`src/rtl/dfa_ram.sv`:
```
// simple dual-port synchronous ram, one write and one registered read port
// no dependencies
`default_nettype none

module dfa_ram #(
	parameter int WIDTH = 8,
	parameter int DEPTH = 64
) (
	input  wire logic                     clk,
	input  wire logic                     wr_en,
	input  wire logic [$clog2(DEPTH)-1:0] wr_addr,
	input  wire logic [WIDTH-1:0]         wr_data,
	input  wire logic [$clog2(DEPTH)-1:0] rd_addr,
	output      logic [WIDTH-1:0]         rd_data
);

	logic [WIDTH-1:0] mem [DEPTH];
	logic [WIDTH-1:0] rd_data_q;

	always_ff @(posedge clk) begin
		if (wr_en) begin
			mem[wr_addr] <= wr_data;
		end
		rd_data_q <= mem[rd_addr];
	end

	assign rd_data = rd_data_q;

endmodule

`default_nettype wire

```
`config.mk`:
```
export PLATFORM = sky130hd
export DESIGN_NAME = dfa_ram
export DESIGN_NICKNAME = d
export VERILOG_FILES = /design/src/rtl/dfa_ram.sv
export SDC_FILE = /design/constraint.sdc
export NUM_CORES = 1
export LEC_CHECK = 0
export ABC_AREA = 0
export BUFFER_PORTS_ARGS = -buffer_cell sky130_fd_sc_hd__buf_2
export CORE_AREA = 2 2 187 189
export CTS_BUF_LIST = sky130_fd_sc_hd__clkbuf_8
export DETAILED_ROUTE_END_ITERATION = 7
export DIE_AREA = 0 0 189 191
export PLACE_DENSITY = 0.76
export SLEW_MARGIN = 20
export SYNTH_ARGS = -nofsm -noshare
export SYNTH_HDL_FRONTEND = slang
export SYNTH_SLANG_ARGS = --single-unit
export TNS_END_PERCENT = 5
```
`constraint.sdc`:
```
create_clock -name clk -period 2.4 [get_ports clk]
set_clock_uncertainty 0.1 [all_clocks]
set_input_delay 0.48 -clock clk [delete_from_list [all_inputs] [get_ports clk]]
set_output_delay 0.48 -clock clk [all_outputs]
set_load 0.03 [all_outputs]
```
==> impl_metrics.tcl, run 1 <==
set metrics [dict create \
    crit_slowest_cell "mux4_2" \
    fin_area_um2 23400 \
    io_pins 30 \
    cp-end-kind "flip-flop" \
    relSlewSlack_pct 53.9 \
    grt.overflow.total 0 \
    numClockSinks 520 \
    dieArea_um2 36100 \
    power_mw 18.1 \
    slew_violations 0 \
    power.density_nw_per_um2 775 \
    dp_hpwl_um 28500 \
    synth_commonest_cells "edfxtp_1 (512), mux4_2 (126), nor2_1 (83)" \
    synthArstFlopShare_pct 0 \
    p_int_mw 14.1 \
    dieWidth_um 189 \
    routed_wl_um 43900 \
    path_cells "mux4_2 -> mux2_2 -> o221a_2 -> nor3_1 -> o32ai_1" \
    stdcell_count 1658 \
    hold-worst-slack_ns 0.219 \
    multi_input_area_um2 4320 \
    clk_pin_slew_ns 0.07 \
    path_depth 5 \
    cp_data_arrival_time_ns 2.61 \
    avgRoutedWirePerCell_um 26.5 \
    grtUsageTotal_pct 25.3 \
    ctsRootBufferMaster "clkbuf_8" \
    cp_num_buf_inv 0 \
    p_switching_mw 3.99 \
    critPathTopFamily "multiplexers" \
    critPathMaxFanout 1 \
    r2r_slack_ns 0.19 \
    cts-resized-gates 0 \
    tightest_slew_ns 0.692 \
    crit_start "mem[16][4]" \
    clockBufferDepth 3 \
    critPathCapture "rd_data[4]" \
    synth_top_area_cell "edfxtp_1" \
    grt_pass1_wl_um 65500 \
    seq_area_frac_synth_pct 77.0 \
    netlist_area_um2 20200 \
    rr_endpoint "rd_data[4]" \
    p_leak_nw 7.72 \
    seqCellArea_um2 15500 \
    nets 1164 \
    ys_ff_latch 520 \
    power.clock.fraction_pct 38.5 \
    drc 0 \
    cts_tree "done" \
    period_minus_slack_ns 2.21 \
    synth_fp_nets 962 \
    io_buffers 29 \
    insertion_delay_ns 0.63 \
    combPwrFrac_pct 5.7 \
    fp-row-count 68 \
    area_growth_pct 15.9 \
    cts_buffers 80 \
    swShare_pct 22.0 \
    hold_buffers 0 \
    drive_gt1_share_pct 34.7 \
    synth_most_common_cell "edfxtp_1" \
    htreeDepth 3 \
    netlist_instances 940 \
    critical_path_class "flip-flop to flip-flop" \
    drt_iter0_drc 1154 \
    coreArea_um2 34100 \
    ys_types 40 \
    p_seq_share_pct 55.7 \
    max_stage_delay_ns 0.48 \
    cts_setup_buffers 0 \
    synth_edf_count 512 \
    avgViaCountPerCell 6.17 \
    yosys-top-cells-area "edfxtp_1 (76%), mux4_2 (14%), nor2_1 (1.5%)" \
    antenna_found_initial 3 \
    routabilityCongestion 0.848 \
    synth_top_area_share_pct 76.2 \
    n_fill_cell 2069 \
    hold_viol 0 \
    finalSetupViolations 0 \
    start_util_pct 59.1 \
    first_global_vias 10602 \
    avgSynthCellArea_um2 21.5 \
    dp.cells 1515 \
    ant_nets 0 \
    n_antenna_cell 0 \
    hold_class "primary input to flip-flop" \
    grt_max_degree 65 \
    final_core_util_pct 68.5 \
    vias 10222 \
    rsz0062_at_grt "no" \
    start_kind "flip-flop" \
    die_y_um 191 \
    max_freq_mhz 453 \
    ys_warn_count 0 \
    placed_area_um2 21900 \
    status "finished, final reports clean" \
    r2r-start "mem[16][4]" \
    ir_drop_mv 0.480 \
    synth_ff_type "edfxtp_1" \
    finalCritPeriodShare_pct 92.0 \
    max-cap-violations 0 \
    dr.pass1.iters 5 \
    crit_required_ns 2.80 \
    ff2ff_path_depth 5 \
]
worst register-to-register path, cell delays in order (launching register included):
cell and delay (ns):
edfxtp_1 0.39, mux4_2 0.48, mux2_2 0.29, o221a_2 0.29, nor3_1 0.38, o32ai_1 0.16
registers in the layout (all words and copies together) (netlist names):
name     flops
mem        512
rd_data      8
power by group through the flow:
stage / registers (mW) / clock network [mW] / logic [mW]
global route: 10.1 / 7.47 / 1.10
CTS: 10.1 / 7.09 / 1.04
global placement: 10.3 / 0 / 1.01
floorplan: 10.3 / 0 / 0.536
detailed placement: 10.3 / 0 / 1.04
finish: 10.1 / 6.98 / 1.04
cell usage in the layout (no fill, tap or decap), types with 4 or more instances in the layout:
cell type	count
edfxtp_1	512
buf_4	128
mux4_2	126
nor2_1	83
clkbuf_8	83
buf_2	25
mux2i_1	23
nand2_1	19
inv_1	19
clkinv_1	18
buf_12	17
nor2b_1	14
mux2_2	13
nand3_1	13
clkinv_2	12
o221ai_1	8
o22ai_1	8
dfxtp_1	8
nand2b_1	7
nor3_1	7
a221oi_1	6
clkinvlp_4	5
a211oi_1	4
bufinv_16	4
stage by stage:
step	TNS, ns	setup WS [ns]
final	0	0.191
after global placement	-0.908	-0.192
after floorplan	0	0.152
after global routing	0	0.148
after detailed placement	-1.16	-0.223
after CTS	0	0.227
layout make-up:
cell class                      instances  area share [%]
Clock inverter                         61            1.64
Sequential cell                       520            66.5
Clock buffer                           82            4.83
Tap cell                              455            2.44
Multi-Input combinational cell        369            18.5
Timing Repair Buffer                  171            6.16
kinds of logic after synthesis:
| group | after synthesis | synth area share [%] |
|---|---|---|
| AOI/OAI and AO/OA | 54 | 2.07 |
| buffers and inverters | 51 | 1.57 |
| DFF | 520 | 77.0 |
| muxes | 162 | 15.9 |
| and+or+nand+nor | 153 | 3.39 |
metal layers:
layer  track usage (%)  up-vias  routed length, um
li1                  -     4350                  -
met4              10.5        4               1490
met2              40.1      506              21200
met1              34.0     5269              17000
met5                 0        -                 27
met3              6.81       93               4180
worst min-delay path by stage:
stage / to / start / cells past startpoint / slack [ns]
after floorplan: mem[0][0] / wr_data[0] / 0 / 0.48
after global placement: rd_data[4] / mem[30][4] / 3 / 0.69
after detailed placement: rd_data[6] / mem[30][6] / 3 / 0.72
after CTS: rd_data[0] / rd_addr[5] / 3 / 0.17
after global routing: rd_data[0] / rd_addr[5] / 3 / 0.21
final: rd_data[0] / rd_addr[5] / 3 / 0.22
Power figures use the tool's default switching activity.
==> run 2, diff against run 1 <==
ABC_AREA = 1   (was 0)
CORE_AREA = 2 2 192 194   (was 2 2 187 189)
DIE_AREA = 0 0 194 196   (was 0 0 189 191)
==> impl_metrics.tcl, run 2 <==
set metrics [dict create \
    status "finished, final reports clean" \
    dp.cells 2317 \
    htreeDepth 3 \
    grtUsageTotal_pct 27.5 \
    critPathMaxFanout 1 \
    start_util_pct 59.1 \
    rr_endpoint "rd_data[0]" \
    seqCellArea_um2 15500 \
    synth_commonest_cells "nand2_1 (648), edfxtp_1 (512), nand3_1 (439)" \
    final_common_cell "nand2_1" \
    period_minus_slack_ns 1.79 \
    path_depth 1 \
    io_pins 30 \
    drt_iter0_drc 1660 \
    largest_reg_flops 512 \
    fin_area_um2 23900 \
    avgViaCountPerCell 5.88 \
    synth_most_common_cell "nand2_1" \
    routed_wl_um 51700 \
    stdcell_count 2460 \
    ant_nets 0 \
    rsz0062_at_grt "no" \
    vias 14474 \
    hold_buffers 0 \
    numClockSinks 520 \
    netlist_instances 1805 \
    grt_util_met1_pct 36.9 \
    seq_area_frac_synth_pct 72.8 \
    relSlewSlack_pct 32.9 \
    cp_num_buf_inv 1 \
    synth_edf_count 512 \
    tightest_slew_ns 1.01 \
    dp_hpwl_um 31100 \
    io_buffers 29 \
    crit_required_ns 1.82 \
    max-cap-violations 0 \
    ys_types 16 \
    synth_top_area_share_pct 72.0 \
    start_kind "flip-flop" \
    critical_path_class "flip-flop to output pin" \
    crit_start "rd_data[5]" \
    coreArea_um2 36100 \
    grt.overflow.total 0 \
    finalSetupViolations 0 \
    cts-resized-gates 0 \
    final_cell_mix "nand2_1 (648), edfxtp_1 (512), nand3_1 (439)" \
    drc 0 \
    ir_drop_mv 0.555 \
    r2r_slack_ns 0.95 \
    insertion_delay_ns 0.63 \
    r2r-start "mem[47][0]" \
    critPathCapture "rd_data[5]" \
    grt_pass1_wl_um 79900 \
    n_fill_cell 2587 \
    netlist_area_um2 21300 \
    critPathTopFamily "flip-flops" \
    cp_data_arrival_time_ns 1.21 \
    ff2ff_path_depth 8 \
    clk_pin_slew_ns 0.06 \
    grt-busiest-layer "met2" \
    synthArstFlopShare_pct 0 \
    routabilityCongestion 0.945 \
    ctsRootBufferMaster "clkbuf_8" \
    dieWidth_um 194 \
    die_y_um 196 \
    power.density_nw_per_um2 756 \
    placed_area_um2 22400 \
    hold_class "primary input to flip-flop" \
    path_cells "buf_2" \
    top_register "mem" \
    cts_setup_buffers 0 \
    use_met3_pct 5.33 \
    crit_slowest_cell "dfxtp_1" \
    cts_buffers 79 \
    max_freq_mhz 559 \
    tns_ns 0 \
    avgSynthCellArea_um2 11.8 \
    avgRoutedWirePerCell_um 21.0 \
    dieArea_um2 38000 \
    synth_ff_type "edfxtp_1" \
    yosys-top-cells-area "edfxtp_1 (72%), nand2_1 (11%), nand3_1 (10%)" \
    drive_gt1_share_pct 13.0 \
    hold_viol 0 \
    p_leak_nw 8.94 \
    fp-row-count 70 \
    grtUsageMet2_pct 43.7 \
    slew_violations 0 \
    final_core_util_pct 66.3 \
    cp-end-kind "output pin" \
    multi_input_area_um2 4950 \
    clockBufferDepth 3 \
    synth_top_area_cell "edfxtp_1" \
    grt_max_degree 81 \
    finalCritPeriodShare_pct 74.6 \
    area_growth_pct 12.0 \
    cts_tree "done" \
    ys_ff_latch 520 \
    ys_warn_count 0 \
    synth_fp_nets 1827 \
    dr.pass1.iters 5 \
    nets 1952 \
    power_mw 18.1 \
    antenna_found_initial 1 \
    first_global_vias 14224 \
    max_stage_delay_ns 0.37 \
]
run 2: cell types whose count changed in the layout (fill, tap and decap cells not counted), moves of 8 or more:
cell and delta:
mux2i_1 -23, nand3_1 +426, o221ai_1 -8, mux2_2 -13, nor2_1 -27, nand2_1 +629
o22ai_1 -8, nor2b_1 -14, mux4_2 -126, buf_4 -16, inv_1 +14
run 2: logic make-up after synthesis:
logic type             synth area share (%)
AND/OR/NAND/NOR                        23.2
buffers and inverters                  4.02
flip-flops                             72.8
run 2: final cells by class:
cell class	instances	share of cell area, %
diodes	1	0.0105
clock inverters	57	1.21
inverters	12	0.220
multi-input cells	1160	20.7
well taps	468	2.45
repair buffers	157	5.55
flip-flops and latches	520	65.0
clock buffers	85	4.89
run 2: routing by layer:
metal | up-vias | share of wire (%) | wire length (um)
met3 | 138 | 10 | 5210
met1 | 6938 | 37 | 19300
li1 | 6605 | - | -
met2 | 793 | 48 | 24900
met5 | - | 0 | 0
met4 | 0 | 4.4 | 2280
run 2: stage by stage:
stage	hold WS, ns	setup WS, ns
floorplan	0.479	0.0539
global placement	0.681	0.301
detailed placement	0.711	0.266
CTS	0.116	0.577
global route	0.124	0.579
finish	0.153	0.610
run 2: worst min-delay path by stage:
stage                     startpoint    endpoint  slack [ns]  depth (start not counted)
after floorplan           wr_data[0]   mem[0][0]        0.48                          0
after global placement    mem[52][2]  rd_data[2]        0.68                          8
after detailed placement  mem[38][6]  rd_data[6]        0.71                          8
after CTS                 rd_addr[5]  rd_data[6]        0.12                          3
after global routing      rd_addr[5]  rd_data[6]        0.12                          3
final                     rd_addr[5]  rd_data[6]        0.15                          3
run 2: report_power, final:
group          total (mW)  switching [mW]  internal [mW]
Sequential           10.1          0.0276           10.1
Clock                6.75            3.26           3.48
Combinational        1.25           0.911          0.341
Total                18.1            4.20           13.9
